**config.mk**
```make
export PLATFORM = sky130hd
export DESIGN_NAME = bubble_sort_engine_flat
export DESIGN_NICKNAME = d
export VERILOG_FILES = /design/src/rtl/bse_pkg.sv /design/src/rtl/bse_req_if.sv /design/src/rtl/bse_rsp_if.sv /design/src/rtl/bse_ram.sv /design/src/rtl/bubble_sort_engine.sv /design/src/flat_wrapper.sv
export SDC_FILE = /design/constraint.sdc
export NUM_CORES = 2
export LEC_CHECK = 0
export BUFFER_PORTS_ARGS = -buffer_cell sky130_fd_sc_hd__buf_2
export CAP_MARGIN = 20
export CORE_MARGIN = 2
export CORE_UTILIZATION = 60
export DETAILED_ROUTE_END_ITERATION = 10
export PLACE_DENSITY = 0.78
export SLEW_MARGIN = 10
export SYNTH_ARGS = -nofsm -noshare
export SYNTH_HDL_FRONTEND = slang
export SYNTH_SLANG_ARGS = --single-unit
```
**constraint.sdc**
```tcl
create_clock -name clock -period 7.02 [get_ports clock]
set_input_delay 0 -clock clock [delete_from_list [all_inputs] [get_ports clock]]
set_output_delay 0 -clock clock [all_outputs]
set_load 0.03 [all_outputs]
```
**src/rtl/bse_pkg.sv**
```systemverilog
// Shared types and constants for the bubble sort engine.
// No dependencies; used by the channel interfaces and the top level.
`timescale 1ns / 1ps

package bse_pkg;

   localparam int VALUE_W    = 32;
   localparam int CSR_DATA_W = 32;
   localparam int CSR_ADDR_W = 3;

   typedef logic signed [VALUE_W-1:0] value_type;
   typedef logic [CSR_ADDR_W-3:0]     reg_index_type;

   // word index of each control register
   localparam reg_index_type REG_DESCENDING = reg_index_type'(0);

endpackage

```
**src/rtl/bse_req_if.sv**
```systemverilog
// Input channel of the bubble sort engine: one element per item.
// Depends on bse_pkg.
`timescale 1ns / 1ps

interface bse_req_if;
   logic               valid;
   logic               ready;
   bse_pkg::value_type value;
   logic               last_in;

   modport source (output valid, output value, output last_in, input ready);
   modport sink   (input valid, input value, input last_in, output ready);
endinterface

```
**src/rtl/bse_rsp_if.sv**
```systemverilog
// Result channel of the bubble sort engine: one sorted element per item.
// Depends on bse_pkg.
`timescale 1ns / 1ps

interface bse_rsp_if;
   logic               valid;
   logic               ready;
   bse_pkg::value_type sorted_value;
   logic               last_out;
   logic               dropped;

   modport source (output valid, output sorted_value, output last_out, output dropped,
                   input ready);
   modport sink   (input valid, input sorted_value, input last_out, input dropped,
                   output ready);
endinterface

```
**src/rtl/bse_ram.sv**
```systemverilog
// Generic single-write, single-read RAM with registered read data.
// No dependencies.
`timescale 1ns / 1ps

module bse_ram #(
   parameter int WIDTH = 32,
   parameter int DEPTH = 64
) (
   input  logic                     clock,
   input  logic                     we,
   input  logic [$clog2(DEPTH)-1:0] waddr,
   input  logic [WIDTH-1:0]         wdata,
   input  logic [$clog2(DEPTH)-1:0] raddr,
   output logic [WIDTH-1:0]         rdata
);

   logic [WIDTH-1:0] mem_ff [DEPTH];
   logic [WIDTH-1:0] rdata_ff;

   always_ff @(posedge clock) begin
      if (we) begin
         mem_ff[waddr] <= wdata;
      end
      rdata_ff <= mem_ff[raddr];
   end

   assign rdata = rdata_ff;

endmodule

```
**src/rtl/bubble_sort_engine.sv**
```systemverilog
// Bubble sort engine: collects a set of signed 32-bit elements, one per input item, into a
// RAM of MAX_ITEMS entries. Items are loaded while the engine is idle. The item flagged last_in
// starts the sort: each pass walks the RAM through a single compare unit fed by the one RAM
// read port, one compare-swap per cycle, and each pass is one element shorter than the last.
// The sorted set then leaves one result item at a time: a RAM read (S_OREAD), a load into
// the result register (S_OLOAD), then S_OSEND, which holds until rsp ready.
// Input is not ready while sorting or sending.
// Elements beyond MAX_ITEMS are discarded and every result of that set carries dropped.
// Register 0 (byte address 0), bit 0: descending (0 ascending, 1 descending), reset 0.
// Depends on bse_pkg, bse_req_if, bse_rsp_if and bse_ram.
`timescale 1ns / 1ps

module bubble_sort_engine #(
   parameter int MAX_ITEMS = 64
) (
   input  logic                               clock,
   input  logic                               reset,
   bse_req_if.sink                            req_chan,
   bse_rsp_if.source                          rsp_chan,
   input  logic                               csr_psel,
   input  logic                               csr_penable,
   input  logic                               csr_pwrite,
   input  logic [bse_pkg::CSR_ADDR_W-1:0]     csr_paddr,
   input  logic [bse_pkg::CSR_DATA_W-1:0]     csr_pwdata,
   output logic [bse_pkg::CSR_DATA_W-1:0]     csr_prdata,
   output logic                               csr_pready
);

   localparam int AW = $clog2(MAX_ITEMS);
   localparam int CW = $clog2(MAX_ITEMS + 1);
   localparam logic [CW-1:0] MAX_COUNT = CW'(MAX_ITEMS);

   typedef enum logic [2:0] {
      S_IDLE,
      S_START,
      S_CARRY,
      S_RUN,
      S_TAIL,
      S_OREAD,
      S_OLOAD,
      S_OSEND
   } state_type;

   state_type          state_ff, state_in;
   logic [CW-1:0]      count_ff, count_in;
   logic               overflow_ff, overflow_in;
   logic               descending_ff, descending_in;
   logic [CW-1:0]      span_ff, span_in;     // length of the current pass
   logic [AW-1:0]      k_ff, k_in;           // position being compared
   logic [AW-1:0]      idx_ff, idx_in;       // output position
   bse_pkg::value_type carry_ff, carry_in;   // element bubbling through the pass
   logic               rsp_valid_ff, rsp_valid_in;
   bse_pkg::value_type rsp_value_ff, rsp_value_in;
   logic               rsp_last_ff, rsp_last_in;
   logic               rsp_drop_ff, rsp_drop_in;

   logic               ram_we;
   logic [AW-1:0]      ram_waddr;
   bse_pkg::value_type ram_wdata;
   logic [AW-1:0]      ram_raddr;
   bse_pkg::value_type ram_rdata;

   bse_pkg::value_type cmp_lhs, cmp_rhs;
   logic               swap;
   logic [CW-1:0]      span_m1;
   logic               req_accept;
   logic               csr_write;
   logic               csr_hit;

   bse_ram #(
      .WIDTH (bse_pkg::VALUE_W),
      .DEPTH (MAX_ITEMS)
   ) u_store (
      .clock (clock),
      .we    (ram_we),
      .waddr (ram_waddr),
      .wdata (ram_wdata),
      .raddr (ram_raddr),
      .rdata (ram_rdata)
   );

   // shared comparator: carry moves right when it orders after the fetched element
   assign cmp_lhs = descending_ff ? ram_rdata : carry_ff;
   assign cmp_rhs = descending_ff ? carry_ff  : ram_rdata;
   assign swap    = cmp_lhs > cmp_rhs;

   assign span_m1    = span_ff - CW'(1);
   assign req_accept = req_chan.valid && req_chan.ready;

   assign csr_pready = 1'b1;
   assign csr_hit    = csr_paddr[bse_pkg::CSR_ADDR_W-1:2] == bse_pkg::REG_DESCENDING;
   assign csr_write  = csr_psel && csr_penable && csr_pwrite && csr_pready;
   assign csr_prdata = csr_hit ? bse_pkg::CSR_DATA_W'(descending_ff) : '0;

   assign req_chan.ready        = (state_ff == S_IDLE);
   assign rsp_chan.valid        = rsp_valid_ff;
   assign rsp_chan.sorted_value = rsp_value_ff;
   assign rsp_chan.last_out     = rsp_last_ff;
   assign rsp_chan.dropped      = rsp_drop_ff;

   always_comb begin
      state_in      = state_ff;
      count_in      = count_ff;
      overflow_in   = overflow_ff;
      descending_in = descending_ff;
      span_in       = span_ff;
      k_in          = k_ff;
      idx_in        = idx_ff;
      carry_in      = carry_ff;
      rsp_valid_in  = rsp_valid_ff;
      rsp_value_in  = rsp_value_ff;
      rsp_last_in   = rsp_last_ff;
      rsp_drop_in   = rsp_drop_ff;
      ram_we        = 1'b0;
      ram_waddr     = '0;
      ram_wdata     = req_chan.value;
      ram_raddr     = '0;

      if (csr_write && csr_hit) begin
         descending_in = csr_pwdata[0];
      end

      case (state_ff)
         S_IDLE: begin
            if (req_accept) begin
               if (count_ff < MAX_COUNT) begin
                  ram_we    = 1'b1;
                  ram_waddr = count_ff[AW-1:0];
                  count_in  = count_ff + CW'(1);
               end else begin
                  overflow_in = 1'b1;
               end
               if (req_chan.last_in) begin
                  state_in = S_START;
               end
            end
         end
         S_START: begin
            if (count_ff >= CW'(2)) begin
               span_in  = count_ff;
               state_in = S_CARRY;
            end else begin
               idx_in   = '0;
               state_in = S_OREAD;
            end
         end
         S_CARRY: begin
            carry_in  = ram_rdata;
            k_in      = AW'(1);
            ram_raddr = AW'(1);
            state_in  = S_RUN;
         end
         S_RUN: begin
            ram_we    = 1'b1;
            ram_waddr = k_ff - AW'(1);
            ram_wdata = swap ? ram_rdata : carry_ff;
            carry_in  = swap ? carry_ff : ram_rdata;
            if (CW'(k_ff) == span_m1) begin
               state_in = S_TAIL;
            end else begin
               k_in      = k_ff + AW'(1);
               ram_raddr = k_ff + AW'(1);
            end
         end
         S_TAIL: begin
            ram_we    = 1'b1;
            ram_waddr = span_m1[AW-1:0];
            ram_wdata = carry_ff;
            span_in   = span_m1;
            if (span_m1 >= CW'(2)) begin
               state_in = S_CARRY;     // read of entry 0 issued here
            end else begin
               idx_in   = '0;
               state_in = S_OREAD;
            end
         end
         S_OREAD: begin
            ram_raddr = idx_ff;
            state_in  = S_OLOAD;
         end
         S_OLOAD: begin
            rsp_valid_in = 1'b1;
            rsp_value_in = ram_rdata;
            rsp_last_in  = CW'(idx_ff) == (count_ff - CW'(1));
            rsp_drop_in  = overflow_ff;
            state_in     = S_OSEND;
         end
         S_OSEND: begin
            if (rsp_chan.ready) begin
               rsp_valid_in = 1'b0;
               if (rsp_last_ff) begin
                  count_in    = '0;
                  overflow_in = 1'b0;
                  state_in    = S_IDLE;
               end else begin
                  idx_in   = idx_ff + AW'(1);
                  state_in = S_OREAD;
               end
            end
         end
         default: begin
            state_in = S_IDLE;
         end
      endcase
   end

   always_ff @(posedge clock) begin
      span_ff      <= span_in;
      k_ff         <= k_in;
      idx_ff       <= idx_in;
      carry_ff     <= carry_in;
      rsp_value_ff <= rsp_value_in;
      rsp_last_ff  <= rsp_last_in;
      rsp_drop_ff  <= rsp_drop_in;
      if (reset) begin
         state_ff      <= S_IDLE;
         count_ff      <= '0;
         overflow_ff   <= 1'b0;
         descending_ff <= 1'b0;
         rsp_valid_ff  <= 1'b0;
      end else begin
         state_ff      <= state_in;
         count_ff      <= count_in;
         overflow_ff   <= overflow_in;
         descending_ff <= descending_in;
         rsp_valid_ff  <= rsp_valid_in;
      end
   end

   a_count_bound : assert property (@(posedge clock) disable iff (reset)
      count_ff <= MAX_COUNT)
      else $error("element count beyond capacity");

   a_pass_in_range : assert property (@(posedge clock) disable iff (reset)
      (state_ff == S_RUN) |-> (CW'(k_ff) < span_ff && span_ff >= CW'(2)))
      else $error("compare position outside the current pass");

   a_no_overlap : assert property (@(posedge clock) disable iff (reset)
      !(req_chan.ready && rsp_chan.valid))
      else $error("input ready while a result is pending");

   a_set_cleared : assert property (@(posedge clock) disable iff (reset)
      (rsp_chan.valid && rsp_chan.ready && rsp_chan.last_out)
      |=> (count_ff == '0 && !overflow_ff && state_ff == S_IDLE))
      else $error("set state not cleared after final result");

endmodule

```
**src/flat_wrapper.sv**
```systemverilog
// flat-port wrapper written by rule: the top's interface ports become plain ports
module bubble_sort_engine_flat 
#(
   parameter int MAX_ITEMS = 64
)
  (clock, reset, csr_psel, csr_penable, csr_pwrite, csr_paddr, csr_pwdata, csr_prdata, csr_pready, req_chan_valid, req_chan_value, req_chan_last_in, req_chan_ready, rsp_chan_valid, rsp_chan_sorted_value, rsp_chan_last_out, rsp_chan_dropped, rsp_chan_ready);
  bse_req_if req_chan_i ();
  bse_rsp_if rsp_chan_i ();
  input  logic clock;
  input  logic reset;
  input  logic csr_psel;
  input  logic csr_penable;
  input  logic csr_pwrite;
  input  logic [bse_pkg::CSR_ADDR_W-1:0] csr_paddr;
  input  logic [bse_pkg::CSR_DATA_W-1:0] csr_pwdata;
  output logic [bse_pkg::CSR_DATA_W-1:0] csr_prdata;
  output logic csr_pready;
  input wire logic [$bits(req_chan_i.valid)-1:0] req_chan_valid;
  input wire logic [$bits(req_chan_i.value)-1:0] req_chan_value;
  input wire logic [$bits(req_chan_i.last_in)-1:0] req_chan_last_in;
  output wire logic [$bits(req_chan_i.ready)-1:0] req_chan_ready;
  output wire logic [$bits(rsp_chan_i.valid)-1:0] rsp_chan_valid;
  output wire logic [$bits(rsp_chan_i.sorted_value)-1:0] rsp_chan_sorted_value;
  output wire logic [$bits(rsp_chan_i.last_out)-1:0] rsp_chan_last_out;
  output wire logic [$bits(rsp_chan_i.dropped)-1:0] rsp_chan_dropped;
  input wire logic [$bits(rsp_chan_i.ready)-1:0] rsp_chan_ready;
  assign req_chan_i.valid = req_chan_valid;
  assign req_chan_i.value = req_chan_value;
  assign req_chan_i.last_in = req_chan_last_in;
  assign req_chan_ready = req_chan_i.ready;
  assign rsp_chan_valid = rsp_chan_i.valid;
  assign rsp_chan_sorted_value = rsp_chan_i.sorted_value;
  assign rsp_chan_last_out = rsp_chan_i.last_out;
  assign rsp_chan_dropped = rsp_chan_i.dropped;
  assign rsp_chan_i.ready = rsp_chan_ready;
  bubble_sort_engine #(.MAX_ITEMS(MAX_ITEMS)) u_core (.clock(clock), .reset(reset), .req_chan(req_chan_i), .rsp_chan(rsp_chan_i), .csr_psel(csr_psel), .csr_penable(csr_penable), .csr_pwrite(csr_pwrite), .csr_paddr(csr_paddr), .csr_pwdata(csr_pwdata), .csr_prdata(csr_prdata), .csr_pready(csr_pready));
endmodule
```
# Yosys cells after proc, flatten, opt, wreduce, memory -nomap -nowiden
# Memory sizes are Yosys's and may differ from the RTL's. A register that Yosys moved wholly into a read port is not among the register bits.
# Index checks and enable logic that the tools add are counted.
[word_totals]
ff_bits = 98
ramBits = 2048
inputBits = 75
output_inout_bits = 69
word_cells = 111
memories = 1
[op_classes]
add_sub_neg = 6
magnitude_cmp = 4
eq_ne = 22
muxes = 46
bitwise = 1
reduce_logical = 19
[mem_list]
columns = ["memory", "depth", "word_bits", "rd", "rd_clocked_by_memory_dff", "write_ports", "line", "rtl"]
rows = [
  ["u_core.u_store.mem_ff", 64, 32, 1, 1, 1, "bse_ram.sv:17", "logic [WIDTH-1:0] mem_ff [DEPTH];"],
]
[ops]
columns = ["cell", "n"]
rows = [
  ["$mux W32", 4],
  ["$pmux W32 S2", 2],
  ["$pmux W6 S3", 3],
  ["$mux W6", 8],
  ["$mux W7", 5],
  ["$gt A32 B32 Y1", 1],
  ["$pmux W7 S2", 2],
  ["$pmux W3 S8", 1],
  ["$mux W3", 7],
  ["$ne A2 B2 Y1 const B", 10],
  ["$reduce_and A5 Y1", 3],
  ["$eq A6 B7 Y1", 2],
  ["$ge A7 B2 Y1 const B", 2],
  ["$sub A7 B1 Y7 const B", 2],
  ["$add A6 B1 Y6 const B", 2],
  ["$eq A3 B3 Y1 const B", 4],
  ["$pmux W6 S2", 1],
  ["$mux W1", 10],
  ["$reduce_and A2 Y1", 4],
  ["$reduce_bool A2 Y1", 4],
  ["$add A7 B1 Y7 const B", 1],
  ["$lt A7 B7 Y1 const B", 1],
  ["$eq A3 B2 Y1 const B", 2],
  ["$ne A2 B1 Y1 const B", 3],
  ["9 further kinds", 14],
]

# Longest topological paths before layout
[logic_depth]
word_depth = 6
depth_mapped = 17
mapped_depth_nobuf = 12

# Hierarchy
# A second synthesis with hierarchy kept.
[unflattened]
hier_cells = 3925
area_unflattened_um2 = 84623.7
[modules_own_cells]
columns = ["module", "n_inst", "cells_each", "area_per_inst_um2"]
rows = [
  ["bse_ram", 1, 3324, 78515.3],
  ["bubble_sort_engine", 1, 601, 6108.4],
]

# Least setup slack after synthesis
# Ideal clock, no wire load.
[synth_timing]
kind = "register to register"
startpoint = "register u_core.descending_ff"
endpoint = "register u_core.carry_ff[0], enable pin"
setup_ns = 0.441
arrival_ns = 4.628
t_required_ns = 6.579
path_slack_ns = 1.951
stages_incl_launch_ff = 15
n_path_buf = 3
period_less_slack_ns = 5.069
cell_sequence = "dfxtp_1 clkbuf_1 clkbuf_1 mux2i_1 ha_1 nor2b_1 o21a_1 o21a_1 o21ai_0 a21oi_1 o22ai_1 a21oi_1 nand4b_1 clkbuf_1 a31oi_1"
[synth_between]
elab_chain_len = 4
[synth_rtl]
columns = ["item", "line", "rtl"]
rows = [
  ["from (decl)", "bubble_sort_engine.sv:47", "logic descending_ff, descending_in;"],
  ["from (signal assigned)", "bubble_sort_engine.sv:225", "descending_ff <= descending_in;"],
  ["$mux W32 (on tied branches)", "bubble_sort_engine.sv:83, bubble_sort_engine.sv:84", ""],
  ["$gt A32 B32 Y1 *", "bubble_sort_engine.sv:85", "assign swap = cmp_lhs > cmp_rhs;"],
  ["$ne A2 B2 Y1 (no line) *", "--", ""],
  ["$reduce_and A2 Y1 (no line) *", "--", ""],
  ["to (signal assigned)", "bubble_sort_engine.sv:211", "carry_ff <= carry_in;"],
  ["to (decl)", "bubble_sort_engine.sv:51", "bse_pkg::value_type carry_ff, carry_in;"],
]
# Every way passes the cells marked *; elsewhere a longest branch is shown, timed or not.
# A chain may end at the register's enable or synchronous reset.

# Final worst setup path
[layout_timing]
startpoint = "register u_core.span_ff[0]"
endpoint = "register u_core.u_store.rdata_ff[5], in the netlist u_core.u_store.rdata[5] (read register of u_core.u_store.mem_ff)"
[layout_between]
elab_chain_len = 4
[layout_rtl]
columns = ["item", "line", "rtl"]
rows = [
  ["from (decl)", "bubble_sort_engine.sv:48", "logic [CW-1:0] span_ff, span_in;"],
  ["from (signal assigned)", "bubble_sort_engine.sv:208", "span_ff <= span_in;"],
  ["$sub A7 B1 Y7", "bubble_sort_engine.sv:87", "assign span_m1 = span_ff - CW'(1);"],
  ["$eq A6 B7 Y1", "bubble_sort_engine.sv:158", "if (CW'(k_ff) == span_m1) begin"],
  ["$mux W6", "bubble_sort_engine.sv:158", ""],
  ["$pmux W6 S3", "bubble_sort_engine.sv:123", "case (state_ff)"],
  ["to (decl)", "bse_ram.sv:18", "logic [WIDTH-1:0] rdata_ff;"],
]
# No other way between the ends.

==> qor.yml <==
yosys:
  synth_edf_count: 2133
  ys_warn_count: 0
  syn_area_per_cell_um2: 13.74
  async_reset_ff_frac: 0
  ys.flop_type: "edfxtp_1"
  syn_inst: 6425
  ys_types: 79
  yosysSeqAreaShare: 0.7358
  synthesis.area_um2: 88270
  ys_ff_latch: 2178
routing:
  drt_iter0_drc: 9458
  vias_per_cell: 6.878
  ant_nets: 0
  via_count: 58990
  routed_wl_um: 253600
  dr.pass1.iters: 6
  drc: 0
  wl_per_cell_um: 29.57
layout:
  syn2layout_area_growth_pct: 11.57
  final_common_cell: "edfxtp_1"
  fin_area_um2: 98480
  layout-drive-gt1-share: 0.1133
  fillers: 9234
  final_cell_mix: "edfxtp_1 (2133), nand2_1 (1257), and3_1 (401), a211oi_1 (391), nand3_1 (311)"
  utilization: 0.6749
  nets: 6593
clock_network:
  clk_pin_slew_ns: 0.06
  cts_buffers: 204
  cts.path.max_buffers: 3
  clk-insertion-delay-late_ns: 0.85
  cts_tree: "done"
  post-cts-setup-buffer-count: 0
  cts_resized: 0
  cts-root-buf: "clkbuf_16"
  htreeDepth: 4
  cts_hold_buf: 16
  clkSinkCount: 2178
placed_design:
  gp_congestion: 0.9240
  io_buffers: 78
  placed_area_um2: 91480
  dp_worst_setup_slack_ns: 1.636
  dp_hpwl_um: 144200
setup_path:
  critPathLaunch: "u_core.span_ff[0]$_DFFE_PP_"
  cp.required_ns: 7.80
  cp.arrival_ns: 6.44
  cp-end-kind: "flip-flop"
  worst-path-max-fanout: 54
  cp-start-kind: "flip-flop"
  r2r-start: "u_core.span_ff[0]$_DFFE_PP_"
  critPathKind: "reg2reg"
global_route:
  grt_pass1_wl_um: 365200
  grt_pass1_vias: 55750
  groute.usage.overall: 0.3313
  grt_max_degree: 201
  overflow: 0
  antenna_found_initial: 16
timing:
  finalCritPeriodShare: 0.8056
  slew_headroom: 0.1574
  finalHoldViolations: 0
  setup_viol: 0
  finalCriticalPeriod_ns: 5.655
  rsz0062_at_grt: "false"
  tightestPinTransition_ns: 1.259
  holdWs_ns: 0.05791
  drv_slew: 0
  fin_skew_ns: 0.06272
  setup_slack_ns: 1.365
  tns_ns: 0
  max_clock_freq_ghz: 0.1768
power_and_ir_drop:
  p_per_area_nw_per_um2: 393.5
  leakage_nw: 32.95
  ir_drop_uv: 345.9
die:
  initial_utilization: 0.6049
  core_area_um2: 145900
  die_h_um: 387.6
  dieArea_um2: 150200
  pin_count: 144
  rows: 140
  die_w_um: 387.6
hold_path:
  hold_class: "in2reg"
  min_from: "req_chan_value[20]"
run_status:
  status: "finished, final reports clean"
flow_run:
  cap_violations: 0
## power by group
| part | switching, mW | internal, mW |
|---|---|---|
| Sequential | 0.598 | 16.6 |
| Clock | 4.71 | 5.99 |
| Combinational | 7.98 | 2.86 |
| Total | 13.3 | 25.5 |
## path summary, 6_finish.rpt
check	to	slack (ns)	cells after the start
max	u_core.u_store.rdata[5]$_DFF_P_	1.36	13
min	u_core.u_store.mem_ff[10][20]$_DFFE_PP_	0.06	3
max reg2reg	u_core.u_store.rdata[5]$_DFF_P_	1.36	13
min reg2reg	u_core.rsp_chan.dropped$_DFFE_PP_	0.45	0
## per-stage QoR
step	cells	total power, mW
finish	8577	38.76
global route	8572	39.85
CTS	8542	38.25
detailed placement	8151	27.72
global placement	8148	27.38
floorplan	6455	23.64
## cell usage after synthesis (31+ instances only)
library cell	instances	area [um^2]
a211o_1	35	306.5
a211oi_1	391	2935
a21oi_1	290	1451
a22o_1	36	315.3
a22oi_1	81	608.1
a311oi_1	58	508.0
a31oi_1	192	1201
and3_1	401	2509
buf_1	42	157.7
buf_2	181	905.9
buf_4	39	292.8
clkbuf_1	234	878.3
dfxtp_1	45	900.9
edfxtp_1	2133	64050
ha_1	39	488.0
mux2_2	31	349.1
mux2i_1	46	460.4
nand2_1	1263	4741
nand3_1	311	1556
nand4_1	36	225.2
nor2_1	130	488.0
o21ai_0	85	425.4
o22ai_1	53	331.6
## state kept, by name, summed over array words and instances, names as in the netlist, 3 cells and up
register,cells
u_core.k_ff,6
u_core.idx_ff,6
u_core.count_ff,7
u_core.carry_ff,32
u_core.u_store.mem_ff,2048
u_core.span_ff,7
u_core.u_store.rdata,32
u_core.state_ff,3
u_core.rsp_chan.sorted_value,32
## cells by family after synthesis
group / count (synthesis) / synth area share
compound gates: 1340 / 0.1026
buf+inv: 514 / 0.02652
flops: 2178 / 0.7358
other cells: 2 / 0.00008508
xor+xnor: 35 / 0.003728
fa+ha+maj: 39 / 0.005528
mux: 82 / 0.01045
simple gates: 2235 / 0.1153
## worst max-delay path, cell delays in order, from the launching register on
cell and delay, ns:
edfxtp_1 0.49, inv_1 0.10, ha_1 0.24, or3b_1 0.41
o31ai_1 0.36, and3_4 0.29, a31o_4 0.45, and2_4 0.85
buf_12 0.37, nand2_1 0.10, a31oi_1 0.21, o2111ai_1 0.33
o41ai_1 1.03, and3_1 0.28
## area by class of cell
cell class                 count  area (um^2)  area share
sequential                  2178        64950      0.6596
multi-input combinational   3763        21850      0.2219
clock buffer                 274         5563     0.05649
timing repair buffer         320         2758     0.02800
tap                         1917         2399     0.02436
clock inverter               101        882.1    0.008957
inverter                      12        45.04   0.0004574
antenna                       12        30.03   0.0003049
## per-layer routing
| layer | global-route usage | vias to the layer above | share of wire | wire length (um) |
|---|---|---|---|---|
| met5 | 0 | - | 0.00017 | 43 |
| met4 | 0.1869 | 8 | 0.062 | 15670 |
| met3 | 0.08086 | 774 | 0.15 | 37020 |
| met2 | 0.4991 | 4721 | 0.45 | 114100 |
| met1 | 0.4461 | 28770 | 0.34 | 86750 |
| li1 | - | 24720 | - | - |
(Power assumes the default switching activity.)
